File: src/hw/rtl/rmsdb_pkg.sv
// Shared types, constants and the control store of the RMS sound level core.
// Holds the micro-operation and jump-condition codes and the microprogram.
// No dependencies.
package rmsdb_pkg;

  // Frame length limit and the widths that follow from it.
  localparam int unsigned MAX_SAMPLES = 512;
  localparam int unsigned CNT_W       = $clog2(MAX_SAMPLES + 1);
  localparam int unsigned SUM_W       = $clog2(MAX_SAMPLES) + 31;
  localparam int unsigned EXP_W       = $clog2(SUM_W);

  // Logarithm format: integer part EXP_W bits, fraction FRAC_W bits.
  localparam int unsigned FRAC_W  = 24;
  localparam int unsigned RND_W   = $clog2(FRAC_W);
  localparam int unsigned MANT_W  = 31;
  localparam int unsigned LOG_W   = EXP_W + FRAC_W;
  localparam int unsigned DIFF_W  = LOG_W + 2;

  // Shared multiplier.
  localparam int unsigned MUL_W   = 32;
  localparam int unsigned PROD_W  = 2 * MUL_W;

  // 2560*log10(2) in Q16; the product with the Q24 difference is Q40.
  localparam logic [25:0] DB_SCALE    = 26'd50504453;
  localparam int unsigned ROUND_SHIFT = 40;
  localparam int unsigned MAG_W       = PROD_W - ROUND_SHIFT;

  // 2*log2(1024) = 20 in log2 units, placed in Q24.
  localparam logic [DIFF_W-1:0] DIFF_OFFSET = DIFF_W'(20) << FRAC_W;

  localparam int unsigned SAMPLE_W = 16;
  localparam int unsigned LEVEL_W  = 16;

  localparam int unsigned PC_W = 5;
  typedef logic [PC_W-1:0] pc_t;

  typedef enum logic [3:0] {
    U_IDLE,
    U_SQUARE,
    U_ACC,
    U_LOAD_SUM,
    U_NORM,
    U_LOG_INIT,
    U_MUL_M,
    U_LOG_STEP,
    U_SAVE_LOAD_CNT,
    U_DIFF,
    U_ABS,
    U_MUL_D,
    U_EMIT,
    U_FLOOR
  } uop_t;

  typedef enum logic [2:0] {
    C_NEXT,
    C_WAIT_IN,
    C_NOT_LAST,
    C_SUM_ZERO,
    C_NORM,
    C_ROUNDS,
    C_OUT_FREE,
    C_JUMP
  } cond_t;

  typedef struct packed {
    uop_t  op;
    cond_t cond;
    pc_t   target;
  } uword_t;

  // Step addresses of the microprogram.
  localparam pc_t S_WAIT     = 5'd0;
  localparam pc_t S_SQUARE   = 5'd1;
  localparam pc_t S_ACC      = 5'd2;
  localparam pc_t S_LOAD_SUM = 5'd3;
  localparam pc_t S_NORM_S   = 5'd4;
  localparam pc_t S_INIT_S   = 5'd5;
  localparam pc_t S_MUL_S    = 5'd6;
  localparam pc_t S_STEP_S   = 5'd7;
  localparam pc_t S_SAVE     = 5'd8;
  localparam pc_t S_NORM_C   = 5'd9;
  localparam pc_t S_INIT_C   = 5'd10;
  localparam pc_t S_MUL_C    = 5'd11;
  localparam pc_t S_STEP_C   = 5'd12;
  localparam pc_t S_DIFF     = 5'd13;
  localparam pc_t S_ABS      = 5'd14;
  localparam pc_t S_MUL_D    = 5'd15;
  localparam pc_t S_EMIT     = 5'd16;
  localparam pc_t S_FLOOR    = 5'd17;

  // Control store. A true condition takes the target, otherwise the step
  // advances; the wait conditions hold the current step instead.
  function automatic uword_t ucode(input pc_t pc);
    uword_t w;
    w = '{op: U_IDLE, cond: C_JUMP, target: S_WAIT};
    unique case (pc)
      S_WAIT:     w = '{op: U_IDLE,          cond: C_WAIT_IN,  target: S_WAIT};
      S_SQUARE:   w = '{op: U_SQUARE,        cond: C_NEXT,     target: S_WAIT};
      S_ACC:      w = '{op: U_ACC,           cond: C_NOT_LAST, target: S_WAIT};
      S_LOAD_SUM: w = '{op: U_LOAD_SUM,      cond: C_SUM_ZERO, target: S_FLOOR};
      S_NORM_S:   w = '{op: U_NORM,          cond: C_NORM,     target: S_NORM_S};
      S_INIT_S:   w = '{op: U_LOG_INIT,      cond: C_NEXT,     target: S_WAIT};
      S_MUL_S:    w = '{op: U_MUL_M,         cond: C_NEXT,     target: S_WAIT};
      S_STEP_S:   w = '{op: U_LOG_STEP,      cond: C_ROUNDS,   target: S_MUL_S};
      S_SAVE:     w = '{op: U_SAVE_LOAD_CNT, cond: C_NEXT,     target: S_WAIT};
      S_NORM_C:   w = '{op: U_NORM,          cond: C_NORM,     target: S_NORM_C};
      S_INIT_C:   w = '{op: U_LOG_INIT,      cond: C_NEXT,     target: S_WAIT};
      S_MUL_C:    w = '{op: U_MUL_M,         cond: C_NEXT,     target: S_WAIT};
      S_STEP_C:   w = '{op: U_LOG_STEP,      cond: C_ROUNDS,   target: S_MUL_C};
      S_DIFF:     w = '{op: U_DIFF,          cond: C_NEXT,     target: S_WAIT};
      S_ABS:      w = '{op: U_ABS,           cond: C_NEXT,     target: S_WAIT};
      S_MUL_D:    w = '{op: U_MUL_D,         cond: C_NEXT,     target: S_WAIT};
      S_EMIT:     w = '{op: U_EMIT,          cond: C_OUT_FREE, target: S_WAIT};
      S_FLOOR:    w = '{op: U_FLOOR,         cond: C_OUT_FREE, target: S_WAIT};
      default:    w = '{op: U_IDLE,          cond: C_JUMP,     target: S_WAIT};
    endcase
    return w;
  endfunction

endpackage

File: src/hw/rtl/rms_sound_level_db_core.sv
// RMS sound level core: microcoded sequencer, shared multiplier and log datapath.
// Depends on rmsdb_pkg for widths, codes and the control store.
//
//  channel  | handshake            | payload
//  ---------+----------------------+---------------------------------------
//  in       | in_valid / in_stall  | in_sample (s16), in_last
//  out      | out_valid / out_stall| out_level_db (s16, 1/256 dB)
//
// A sample beat that does not end a frame runs the wait, square and add steps.
// A frame-end beat then runs the level routine: two normalizing shift loops
// (one bit per cycle), two logarithms of 24 squaring rounds (a multiply on
// the shared 32x32 multiplier and a log step each), and 8 single steps;
// a silent frame ends after 2 more steps.
// Reset (rst_n low, synchronous) clears the step, the sum, the count and the output valid flag.
// A result waits in the output register under out_stall while new samples
// are taken; the next frame-end result waits at its last step until it frees.
module rms_sound_level_db_core (
  input  logic                                     clk,
  input  logic                                     rst_n,
  input  logic                                     in_valid,
  output logic                                     in_stall,
  input  logic signed [rmsdb_pkg::SAMPLE_W-1:0]    in_sample,
  input  logic                                     in_last,
  output logic                                     out_valid,
  input  logic                                     out_stall,
  output logic signed [rmsdb_pkg::LEVEL_W-1:0]     out_level_db
);

  rmsdb_pkg::uword_t uw;
  rmsdb_pkg::pc_t    pc_r, pc_nxt;

  logic [rmsdb_pkg::SAMPLE_W:0]   samp_abs_r;
  logic                           last_r;
  logic [rmsdb_pkg::PROD_W-1:0]   prod_r, prod_nxt;
  logic [rmsdb_pkg::SUM_W-1:0]    sum_r, sum_nxt;
  logic [rmsdb_pkg::CNT_W-1:0]    count_r, count_nxt;
  logic [rmsdb_pkg::SUM_W-1:0]    norm_r, norm_nxt;
  logic [rmsdb_pkg::EXP_W-1:0]    exp_r, exp_nxt;
  logic [rmsdb_pkg::MANT_W-1:0]   mant_r, mant_nxt;
  logic [rmsdb_pkg::FRAC_W-1:0]   frac_r, frac_nxt;
  logic [rmsdb_pkg::RND_W-1:0]    rnd_r, rnd_nxt;
  logic [rmsdb_pkg::LOG_W-1:0]    log_sum_r, log_sum_nxt;
  logic [rmsdb_pkg::DIFF_W-1:0]   diff_r, diff_nxt;
  logic [rmsdb_pkg::DIFF_W-1:0]   dmag_r, dmag_nxt;
  logic                           dneg_r, dneg_nxt;
  logic                           out_valid_r, out_valid_nxt;
  logic [rmsdb_pkg::LEVEL_W-1:0]  out_level_r, out_level_nxt;

  logic                           in_fire;
  logic                           out_free;
  logic                           emit_fire;
  logic signed [rmsdb_pkg::SAMPLE_W:0] samp_ext;
  logic [rmsdb_pkg::SAMPLE_W:0]   samp_abs;
  logic [rmsdb_pkg::MUL_W-1:0]    mul_a, mul_b;
  logic [rmsdb_pkg::MANT_W:0]     sq_top;
  logic [rmsdb_pkg::PROD_W-1:0]   prod_rnd;
  logic [rmsdb_pkg::MAG_W-1:0]    mag;
  logic [rmsdb_pkg::LEVEL_W-1:0]  level;

  assign uw        = rmsdb_pkg::ucode(pc_r);
  assign in_stall  = (uw.op != rmsdb_pkg::U_IDLE);
  assign in_fire   = in_valid && !in_stall;
  assign out_free  = !out_valid_r || !out_stall;
  assign emit_fire = ((uw.op == rmsdb_pkg::U_EMIT) || (uw.op == rmsdb_pkg::U_FLOOR))
                     && out_free;

  assign out_valid    = out_valid_r;
  assign out_level_db = out_level_r;

  // The magnitude is taken at the input so the square needs no sign handling.
  assign samp_ext = {in_sample[rmsdb_pkg::SAMPLE_W-1], in_sample};
  assign samp_abs = samp_ext[rmsdb_pkg::SAMPLE_W] ? (-samp_ext) : samp_ext;

  always_comb begin
    unique case (uw.op)
      rmsdb_pkg::U_SQUARE: begin
        mul_a = rmsdb_pkg::MUL_W'(samp_abs_r);
        mul_b = rmsdb_pkg::MUL_W'(samp_abs_r);
      end
      rmsdb_pkg::U_MUL_M: begin
        mul_a = rmsdb_pkg::MUL_W'(mant_r);
        mul_b = rmsdb_pkg::MUL_W'(mant_r);
      end
      rmsdb_pkg::U_MUL_D: begin
        mul_a = rmsdb_pkg::MUL_W'(dmag_r);
        mul_b = rmsdb_pkg::MUL_W'(rmsdb_pkg::DB_SCALE);
      end
      default: begin
        mul_a = '0;
        mul_b = '0;
      end
    endcase
  end

  // Square of the Q30 mantissa brought back to Q30; its top bit means >= 2.
  assign sq_top = prod_r[(rmsdb_pkg::MANT_W-1) +: (rmsdb_pkg::MANT_W+1)];

  // Round the Q40 magnitude to nearest, halves away from zero, then saturate.
  assign prod_rnd = prod_r + (rmsdb_pkg::PROD_W'(1) << (rmsdb_pkg::ROUND_SHIFT - 1));
  assign mag      = prod_rnd[rmsdb_pkg::PROD_W-1:rmsdb_pkg::ROUND_SHIFT];

  always_comb begin
    if (dneg_r) begin
      if (mag > rmsdb_pkg::MAG_W'(32768)) begin
        level = rmsdb_pkg::LEVEL_W'(16'h8000);
      end else begin
        level = rmsdb_pkg::LEVEL_W'(-mag);
      end
    end else begin
      if (mag > rmsdb_pkg::MAG_W'(32767)) begin
        level = rmsdb_pkg::LEVEL_W'(16'h7fff);
      end else begin
        level = mag[rmsdb_pkg::LEVEL_W-1:0];
      end
    end
  end

  // Datapath: the micro-operation of the current step.
  always_comb begin
    prod_nxt      = prod_r;
    sum_nxt       = sum_r;
    count_nxt     = count_r;
    norm_nxt      = norm_r;
    exp_nxt       = exp_r;
    mant_nxt      = mant_r;
    frac_nxt      = frac_r;
    rnd_nxt       = rnd_r;
    log_sum_nxt   = log_sum_r;
    diff_nxt      = diff_r;
    dmag_nxt      = dmag_r;
    dneg_nxt      = dneg_r;
    out_level_nxt = out_level_r;
    out_valid_nxt = out_stall ? out_valid_r : 1'b0;

    unique case (uw.op) inside
      rmsdb_pkg::U_IDLE: begin
      end
      rmsdb_pkg::U_SQUARE, rmsdb_pkg::U_MUL_M, rmsdb_pkg::U_MUL_D: begin
        prod_nxt = mul_a * mul_b;
      end
      rmsdb_pkg::U_ACC: begin
        // Samples past the frame limit are dropped, the marked one included.
        if (count_r < rmsdb_pkg::CNT_W'(rmsdb_pkg::MAX_SAMPLES)) begin
          sum_nxt   = sum_r + rmsdb_pkg::SUM_W'(prod_r[rmsdb_pkg::MUL_W-1:0]);
          count_nxt = count_r + rmsdb_pkg::CNT_W'(1);
        end
      end
      rmsdb_pkg::U_LOAD_SUM: begin
        norm_nxt = sum_r;
        exp_nxt  = rmsdb_pkg::EXP_W'(rmsdb_pkg::SUM_W - 1);
      end
      rmsdb_pkg::U_NORM: begin
        if (!norm_r[rmsdb_pkg::SUM_W-1]) begin
          norm_nxt = norm_r << 1;
          exp_nxt  = exp_r - rmsdb_pkg::EXP_W'(1);
        end
      end
      rmsdb_pkg::U_LOG_INIT: begin
        mant_nxt = norm_r[rmsdb_pkg::SUM_W-1 -: rmsdb_pkg::MANT_W];
        frac_nxt = '0;
        rnd_nxt  = '0;
      end
      rmsdb_pkg::U_LOG_STEP: begin
        if (sq_top[rmsdb_pkg::MANT_W]) begin
          mant_nxt = sq_top[rmsdb_pkg::MANT_W:1];
          frac_nxt = {frac_r[rmsdb_pkg::FRAC_W-2:0], 1'b1};
        end else begin
          mant_nxt = sq_top[rmsdb_pkg::MANT_W-1:0];
          frac_nxt = {frac_r[rmsdb_pkg::FRAC_W-2:0], 1'b0};
        end
        rnd_nxt = rnd_r + rmsdb_pkg::RND_W'(1);
      end
      rmsdb_pkg::U_SAVE_LOAD_CNT: begin
        log_sum_nxt = {exp_r, frac_r};
        norm_nxt    = rmsdb_pkg::SUM_W'(count_r);
        exp_nxt     = rmsdb_pkg::EXP_W'(rmsdb_pkg::SUM_W - 1);
      end
      rmsdb_pkg::U_DIFF: begin
        diff_nxt = rmsdb_pkg::DIFF_W'(log_sum_r) - rmsdb_pkg::DIFF_W'({exp_r, frac_r})
                   - rmsdb_pkg::DIFF_OFFSET;
      end
      rmsdb_pkg::U_ABS: begin
        dneg_nxt = diff_r[rmsdb_pkg::DIFF_W-1];
        dmag_nxt = diff_r[rmsdb_pkg::DIFF_W-1] ? (-diff_r) : diff_r;
      end
      rmsdb_pkg::U_EMIT, rmsdb_pkg::U_FLOOR: begin
        if (out_free) begin
          out_valid_nxt = 1'b1;
          out_level_nxt = (uw.op == rmsdb_pkg::U_FLOOR) ?
                          rmsdb_pkg::LEVEL_W'(16'h8000) : level;
          sum_nxt       = '0;
          count_nxt     = '0;
        end
      end
      default: begin
      end
    endcase
  end

  // Sequencer: next step from the jump condition of the control word.
  always_comb begin
    unique case (uw.cond)
      rmsdb_pkg::C_NEXT:     pc_nxt = pc_r + rmsdb_pkg::PC_W'(1);
      rmsdb_pkg::C_WAIT_IN:  pc_nxt = in_fire ? pc_r + rmsdb_pkg::PC_W'(1) : pc_r;
      rmsdb_pkg::C_NOT_LAST: pc_nxt = last_r ? pc_r + rmsdb_pkg::PC_W'(1) : uw.target;
      rmsdb_pkg::C_SUM_ZERO: pc_nxt = (sum_r == '0) ? uw.target
                                                    : pc_r + rmsdb_pkg::PC_W'(1);
      rmsdb_pkg::C_NORM:     pc_nxt = norm_r[rmsdb_pkg::SUM_W-1] ?
                                      pc_r + rmsdb_pkg::PC_W'(1) : uw.target;
      rmsdb_pkg::C_ROUNDS:   pc_nxt = (rnd_r == rmsdb_pkg::RND_W'(rmsdb_pkg::FRAC_W - 1)) ?
                                      pc_r + rmsdb_pkg::PC_W'(1) : uw.target;
      rmsdb_pkg::C_OUT_FREE: pc_nxt = out_free ? uw.target : pc_r;
      rmsdb_pkg::C_JUMP:     pc_nxt = uw.target;
      default:               pc_nxt = rmsdb_pkg::S_WAIT;
    endcase
  end

  always_ff @(posedge clk) begin
    if (!rst_n) begin
      pc_r        <= rmsdb_pkg::S_WAIT;
      sum_r       <= '0;
      count_r     <= '0;
      out_valid_r <= 1'b0;
    end else begin
      pc_r        <= pc_nxt;
      sum_r       <= sum_nxt;
      count_r     <= count_nxt;
      out_valid_r <= out_valid_nxt;
    end
  end

  always_ff @(posedge clk) begin
    if (in_fire) begin
      samp_abs_r <= samp_abs;
      last_r     <= in_last;
    end
    prod_r      <= prod_nxt;
    norm_r      <= norm_nxt;
    exp_r       <= exp_nxt;
    mant_r      <= mant_nxt;
    frac_r      <= frac_nxt;
    rnd_r       <= rnd_nxt;
    log_sum_r   <= log_sum_nxt;
    diff_r      <= diff_nxt;
    dmag_r      <= dmag_nxt;
    dneg_r      <= dneg_nxt;
    out_level_r <= out_level_nxt;
  end

  // The count never runs past the frame limit.
  a_count_limit: assert property (@(posedge clk) disable iff (!rst_n)
    count_r <= rmsdb_pkg::CNT_W'(rmsdb_pkg::MAX_SAMPLES))
    else $error("sample count above frame limit");

  // The log mantissa stays normalized in [1,2) through every squaring round.
  a_mant_norm: assert property (@(posedge clk) disable iff (!rst_n)
    (uw.op == rmsdb_pkg::U_LOG_INIT || uw.op == rmsdb_pkg::U_LOG_STEP)
    |=> mant_r[rmsdb_pkg::MANT_W-1])
    else $error("log mantissa lost its leading one");

  // A new result beat appears only from an emit step.
  a_emit_source: assert property (@(posedge clk) disable iff (!rst_n)
    $rose(out_valid) |-> $past(emit_fire))
    else $error("output valid without an emit step");

  // Emitting a level starts the next frame from an empty accumulator.
  a_frame_clear: assert property (@(posedge clk) disable iff (!rst_n)
    emit_fire |=> (sum_r == '0) && (count_r == '0))
    else $error("accumulator not cleared after a frame");

endmodule

File: config.mk
export PLATFORM = sky130hd
export DESIGN_NAME = rms_sound_level_db_core
export DESIGN_NICKNAME = d
export VERILOG_FILES = /design/src/hw/rtl/rmsdb_pkg.sv /design/src/hw/rtl/rms_sound_level_db_core.sv
export SDC_FILE = /design/constraint.sdc
export NUM_CORES = 2
export LEC_CHECK = 0
export BUFFER_PORTS_ARGS = -buffer_cell sky130_fd_sc_hd__buf_2
export CAP_MARGIN = 25
export CORE_AREA = 2 2 273 343
export DETAILED_ROUTE_END_ITERATION = 8
export DIE_AREA = 0 0 275 345
export HOLD_SLACK_MARGIN = 0.12
export PLACE_DENSITY = 0.8
export SETUP_SLACK_MARGIN = 0.05
export SYNTH_ARGS = -nofsm -noshare
export SYNTH_HDL_FRONTEND = slang
export SYNTH_SLANG_ARGS = --single-unit
File: constraint.sdc
create_clock -name clk -period 11.4 [get_ports clk]
set_input_delay 0.57 -clock clk [delete_from_list [all_inputs] [get_ports clk]]
set_output_delay 0.57 -clock clk [all_outputs]
set_load 0.02 [all_outputs]
# Word-level counts from Yosys, hierarchy flattened
# Memory sizes are Yosys's and may differ from the RTL's. A register that Yosys moved wholly into a read port is not among the register bits.
# Index checks and enable logic that the tools add are counted.
[op_classes]
n_addsub = 11
multipliers = 1
n_lt_le_gt_ge = 3
n_eq_ne = 26
n_mux = 34
n_reduce_logical = 20
[ops]
columns = ["op", "n"]
rows = [
  ["40-bit two-way mux", 3],
  ["40-bit one-hot mux with 3 select lines", 1],
  ["32-bit one-hot mux with 3 select lines", 1],
  ["31-bit one-hot mux with 3 select lines", 1],
  ["40-bit one-hot mux with 2 select lines", 1],
  ["64-bit by 40-bit adder with 64-bit output (second input constant)", 1],
  ["32-bit by 32-bit multiplier with 64-bit output", 1],
  ["31-bit two-way mux", 2],
  ["31-bit one-hot mux with 2 select lines", 1],
  ["16-bit two-way mux", 3],
  ["24-bit one-hot mux with 2 select lines", 1],
  ["40-bit by 32-bit adder with 40-bit output", 1],
  ["40-bit logical NOT", 1],
  ["5-bit two-way mux", 8],
  ["5-bit one-hot mux with 8 select lines", 1],
  ["32-bit negator", 1],
  ["31-bit by 30-bit subtractor with 32-bit output (second input constant)", 1],
  ["30-bit by 30-bit subtractor with 31-bit output", 1],
  ["4-bit equality test (second input constant)", 6],
  ["24-bit by 15-bit greater-than comparator with 1-bit output (second input constant)", 1],
  ["24-bit by 16-bit greater-than comparator with 1-bit output (second input constant)", 1],
  ["10-bit two-way mux", 2],
  ["10-bit one-hot mux with 2 select lines", 1],
  ["16-bit negator with 17-bit output", 1],
  ["30 further kinds", 53],
]
[word_totals]
register_bits = 355
rom_bits = 384
input_bits = 21
output_inout_bits = 18
wordCells = 116
memories = 1
[memory_table]
columns = ["name", "words", "word_bits", "read_ports", "rd_ports_with_merged_regs", "wr", "line_no", "rtl"]
rows = [
  ["(no name shown)", 32, 12, 1, 1, 0, "rmsdb_pkg.sv:96", "unique case (pc)"],
]

# Logic depth before layout (Yosys ltp)
[depth]
word_depth = 7
ltp_mapped = 37
depth_no_buf = 34

# Least setup slack after synthesis
# OpenSTA, ideal clock, no wires.
[synth_path]
path_type = "reg-to-reg"
start = "register, netlist name uw[10]"
end = "register prod_r[58] in the netlist's numbering, data pin"
arrival_ps = 8907
required_ps = 11135
setup_slack_ps = 2228
path_stages_with_launch = 35
synth_period_minus_slack_ps = 9172
path_cell_list = "dfxtp_1 > clkbuf_1 > or2_2 > clkbuf_1 > nor2_1 > clkbuf_1 > a22oi_1 > inv_1 > a21oi_1 > clkbuf_1 > nor2_1 > fa_1 > fa_1 > fa_1 > inv_1 > fa_1 > inv_1 > fa_1 > inv_1 > fa_1 > inv_1 > fa_1 > inv_1 > fa_1 > inv_1 > ha_1 > a211oi_1 > o21ai_0 > a221oi_1 > o21ai_0 > o21ai_1 > o31ai_1 > a31oi_1 > o21ai_0 > xor2_1"
[synth_via]
elab_chain_cells = 3
word_cells_on_any_way = 6
cone_classes = "mul (1); eq/ne (3); mux (2)"
[synth_lines]
columns = ["element", "line_no", "rtl"]
rows = [
  ["4-bit equality test (tied with other cells)", "rms_sound_level_db_core.sv:75", "unique case (uw.op)"],
  ["32-bit one-hot mux with 3 select lines or 31-bit one-hot mux with 3 select lines (tied branches)", "rms_sound_level_db_core.sv:75", ""],
  ["32-bit by 32-bit multiplier with 64-bit output *", "rms_sound_level_db_core.sv:139", "prod_nxt = mul_a * mul_b;"],
  ["end signal, assigned", "rms_sound_level_db_core.sv:237", "prod_r <= prod_nxt;"],
  ["end, declared", "rms_sound_level_db_core.sv:34", "logic [rmsdb_pkg::PROD_W-1:0] prod_r, prod_nxt;"],
]
# Mark *: on every way between the ends. The rest lies on a longest branch, timed or not.
# A chain may end at the register's enable or synchronous reset.

# Final worst setup path
[layout_path]
start = "register, netlist name uw[9]"
end = "register prod_r[63] in the netlist's numbering, data pin"
[layout_via]
elab_chain_cells = 3
word_cells_on_any_way = 6
cone_classes = "mul (1); eq/ne (3); mux (2)"
[layout_lines]
columns = ["element", "line_no"]
rows = [
  ["4-bit equality test (tied with other cells)", "rms_sound_level_db_core.sv:75"],
  ["32-bit one-hot mux with 3 select lines or 31-bit one-hot mux with 3 select lines (tied branches)", "rms_sound_level_db_core.sv:75"],
  ["32-bit by 32-bit multiplier with 64-bit output *", "rms_sound_level_db_core.sv:139"],
]
# Marks and branches as above.

==> run summary <==
share of cells above drive strength 1: 5.42%
Worst-Skew Late Latency: 560 ps
final-report max-slew violation count: 0
routed wire length: 158 mm
Finish-stage setup viols: 0
Final TNS setup: 0 ps
core area: 92,000 sq um
GRT Total Usage: 34.2%
r2r setup slk: 450 ps
most common cell in the netlist: inv_1
placed inst area: 52,000 sq um
port buffer count: 38
maxcap violations: 0
1st-iter DRT viols: 3,266
Rows: 125
routed via count: 38,769
CTS tree: yes
global-route wire length before repair: 242 mm
post-route cell area: 53,300 sq um
post-synthesis simple-gate area fraction: 13.4%
Worst VDD drop: 0.000173 V
adder-cell share of the synthesized area: 43.3%
yosys warns: 0
top-area cell type share of the netlist area: 34.8%
LEAKAGE: 25.5 nW
crit path DAT: 11,250 ps
measured slew at the worst slew-check pin: 1240 ps
post-synthesis cell type count: 85
crit path to: prod_r[63]$_DFFE_PP_
critical path startpoint category: flip-flop
RR Endpoint: prod_r[63]$_DFFE_PP_
Most Frequent Cell on Critical Path: fa_1
largest area contributor in the netlist: fa_1
Avg WL per Cell: 24.1 um
multiplexer share of the synthesized area: 0.941%
CP max FO: 29
EDFF count, synth: 299
DRC: 0
Synth Flop Type: edfxtp_1
status: complete, no violations
Die Y: 345 um
cts bufs inserted: 36
starting density of the core: 54.4%
vias in the first global route: 41,182
post-synthesis register bit count: 367
Tcrit/Tclk final: 96.1%
XOR/XNOR Fraction of Synth Area: 3.43%
Seq/Total Area, Yosys: 20.7%
Avg Cell Area, Syn: 9.42 sq um
nets@finish: 6,538
Mapped Area: 50,000 sq um
Crit Path Category: flip-flop to flip-flop
Async SR Flop Fraction: 0%
clock-pin transition on the worst setup and hold timing paths: 70 ps
router iterations before antenna repair: 8
f_max: 0.0913 GHz
crit-path max cell delay: 750 ps
WP data required: 11,700 ps
dominant cells by area after synthesis: fa_1 35%, edfxtp_1 18%, ha_1 8.5%, inv_1 8.0%, nand2_1 5.1%
Root Buffer: clkbuf_16
largest family of logic cells by synthesized area: adder cells
post-route ant nets: 0
Final Hold Viols: 0
Worst Setup End Kind: flip-flop
CP Launch Point: uw[9]$_SDFF_PP0_
CTS Sinks: 367
Worst Hold Class: input port to flip-flop
Avg Vias per Cell: 5.93
RSZ-0062 raised after global routing: no
Worst R2R Start: uw[9]$_SDFF_PP0_
Final min period: 10,950 ps
I/O pin total: 39
Detail Placement HPWL: 123 mm
leftover overflow at the end of global routing: 0
CTS max path bufs: 3
Final Skew: 33.5 ps
Syn-to-layout area delta: 6.57%
initial antenna violation count: 4
largest net degree at the start of global routing: 61
Mapped Cells: 5,307
Max stage delay cell, worst path: a22o_1
H-tree depth: 2
Slew headroom: 17.2%
die width: 275 um
Placer Congestion: 1.05
PD cells: 120 nW/um^2
Commonest cells post-synth: 1,062 x inv_1, 869 x fa_1, 684 x nand2_1, 534 x nor2_1, 339 x ha_1
total power: 6.42 mW
total die area: 94,900 sq um
Compound-Gate Fraction of Synth Area: 8.42%
R2R depth: 30
[power breakdown]
part           internal, mW  total (mW)  switching (mW)  leakage [nW]
combinational          1.02        3.08            2.06          21.6
sequential             1.83        2.08           0.248          3.29
clock                 0.732        1.26           0.530         0.586
[cell type report]
| cell class | count | area (sq um) |
|---|---|---|
| fill | 7681 | 38700 |
| clock buffer | 45 | 987 |
| antenna | 2 | 5.00 |
| tap | 1206 | 1510 |
| timing repair buffer | 170 | 1210 |
| sequential | 367 | 10300 |
| inverter | 1077 | 4050 |
| multi-input combinational | 3657 | 34900 |
| clock inverter | 19 | 241 |
[cells in the final DEF, fill, tap and decap left out, types with 42 or more instances in the layout]
master / count
a21o_1: 64
a21oi_1: 136
a22o_1: 48
a22oi_1: 42
buf_4: 130
dfxtp_1: 68
edfxtp_1: 299
fa_1: 869
ha_1: 339
inv_1: 1061
mux2i_1: 47
nand2_1: 684
nand3_1: 62
nor2_1: 529
nor2b_1: 42
o21ai_0: 136
xnor2_1: 129
xor2_1: 67
[registers in the layout, summed over array words and instances, names as in the netlist, 17 cells and up]
register / cells
diff_r: 32
dmag_r: 32
frac_r: 24
log_sum_r: 30
mant_r: 31
norm_r: 40
prod_r: 64
samp_abs_r: 17
sum_r: 40
[routing by layer]
metal | part of all wire, % | vias to the layer above | wire (um) | GRT usage [%]
met5 | 0.014 | - | 22 | 0
met4 | 9.3 | 4 | 14700 | 24.3
met3 | 11 | 722 | 17400 | 8.66
met2 | 46 | 2280 | 72200 | 54.1
met1 | 34 | 19135 | 53400 | 40.5
li1 | - | 16628 | - | -
[cells by family (layout without fill, tap and decap cells)]
group,Yosys count,count (layout)
other cells,2,26
xor+xnor,196,196
fa+ha+maj,1208,1208
compound gates,627,627
simple gates,1555,1555
buf+inv,1305,1311
mux,47,47
flops,367,367
[through the flow]
stage	hold slack (ps)	worst slack, ps	cells	utilization, %
2_1_floorplan	426	2230	5329	-
3_3_place_gp	427	665	6472	56.5
3_5_place_dp	432	352	6474	56.5
4_1_cts	225	304	6538	57.9
5_1_grt	230	126	6541	57.9
6_report	250	448	6543	57.9
[worst min-delay path by stage]
stage | startpoint | to | slack, ps | cells past startpoint
detailed placement | frac_r[20]$_SDFFCE_PP0P_ | log_sum_r[20]$_DFFE_PP_ | 430 | 0
floorplan | frac_r[10]$_SDFFCE_PP0P_ | log_sum_r[10]$_DFFE_PP_ | 430 | 0
finish | in_last | last_r$_DFFE_PP_ | 250 | 1
global placement | exp_r[5]$_SDFFCE_PP1P_ | log_sum_r[29]$_DFFE_PP_ | 430 | 0
CTS | in_last | last_r$_DFFE_PP_ | 220 | 1
global route | in_last | last_r$_DFFE_PP_ | 230 | 1
[worst max-delay path: cells and delay by family (launching register included)]
family,cells,cell delay [ps]
buf+inv,6,1310
flops,1,570
simple gates,6,1550
xor+xnor,1,120
compound gates,8,2720
fa+ha+maj,9,4430
[repair_timing]
item	CTS	global route
resized for setup	0	1
endpoints found under the setup margin	0	10
hold endpoints to repair	0	0
setup buffers	0	2
hold buffers	0	0
No activity file was read; power rests on OpenSTA's default activity.
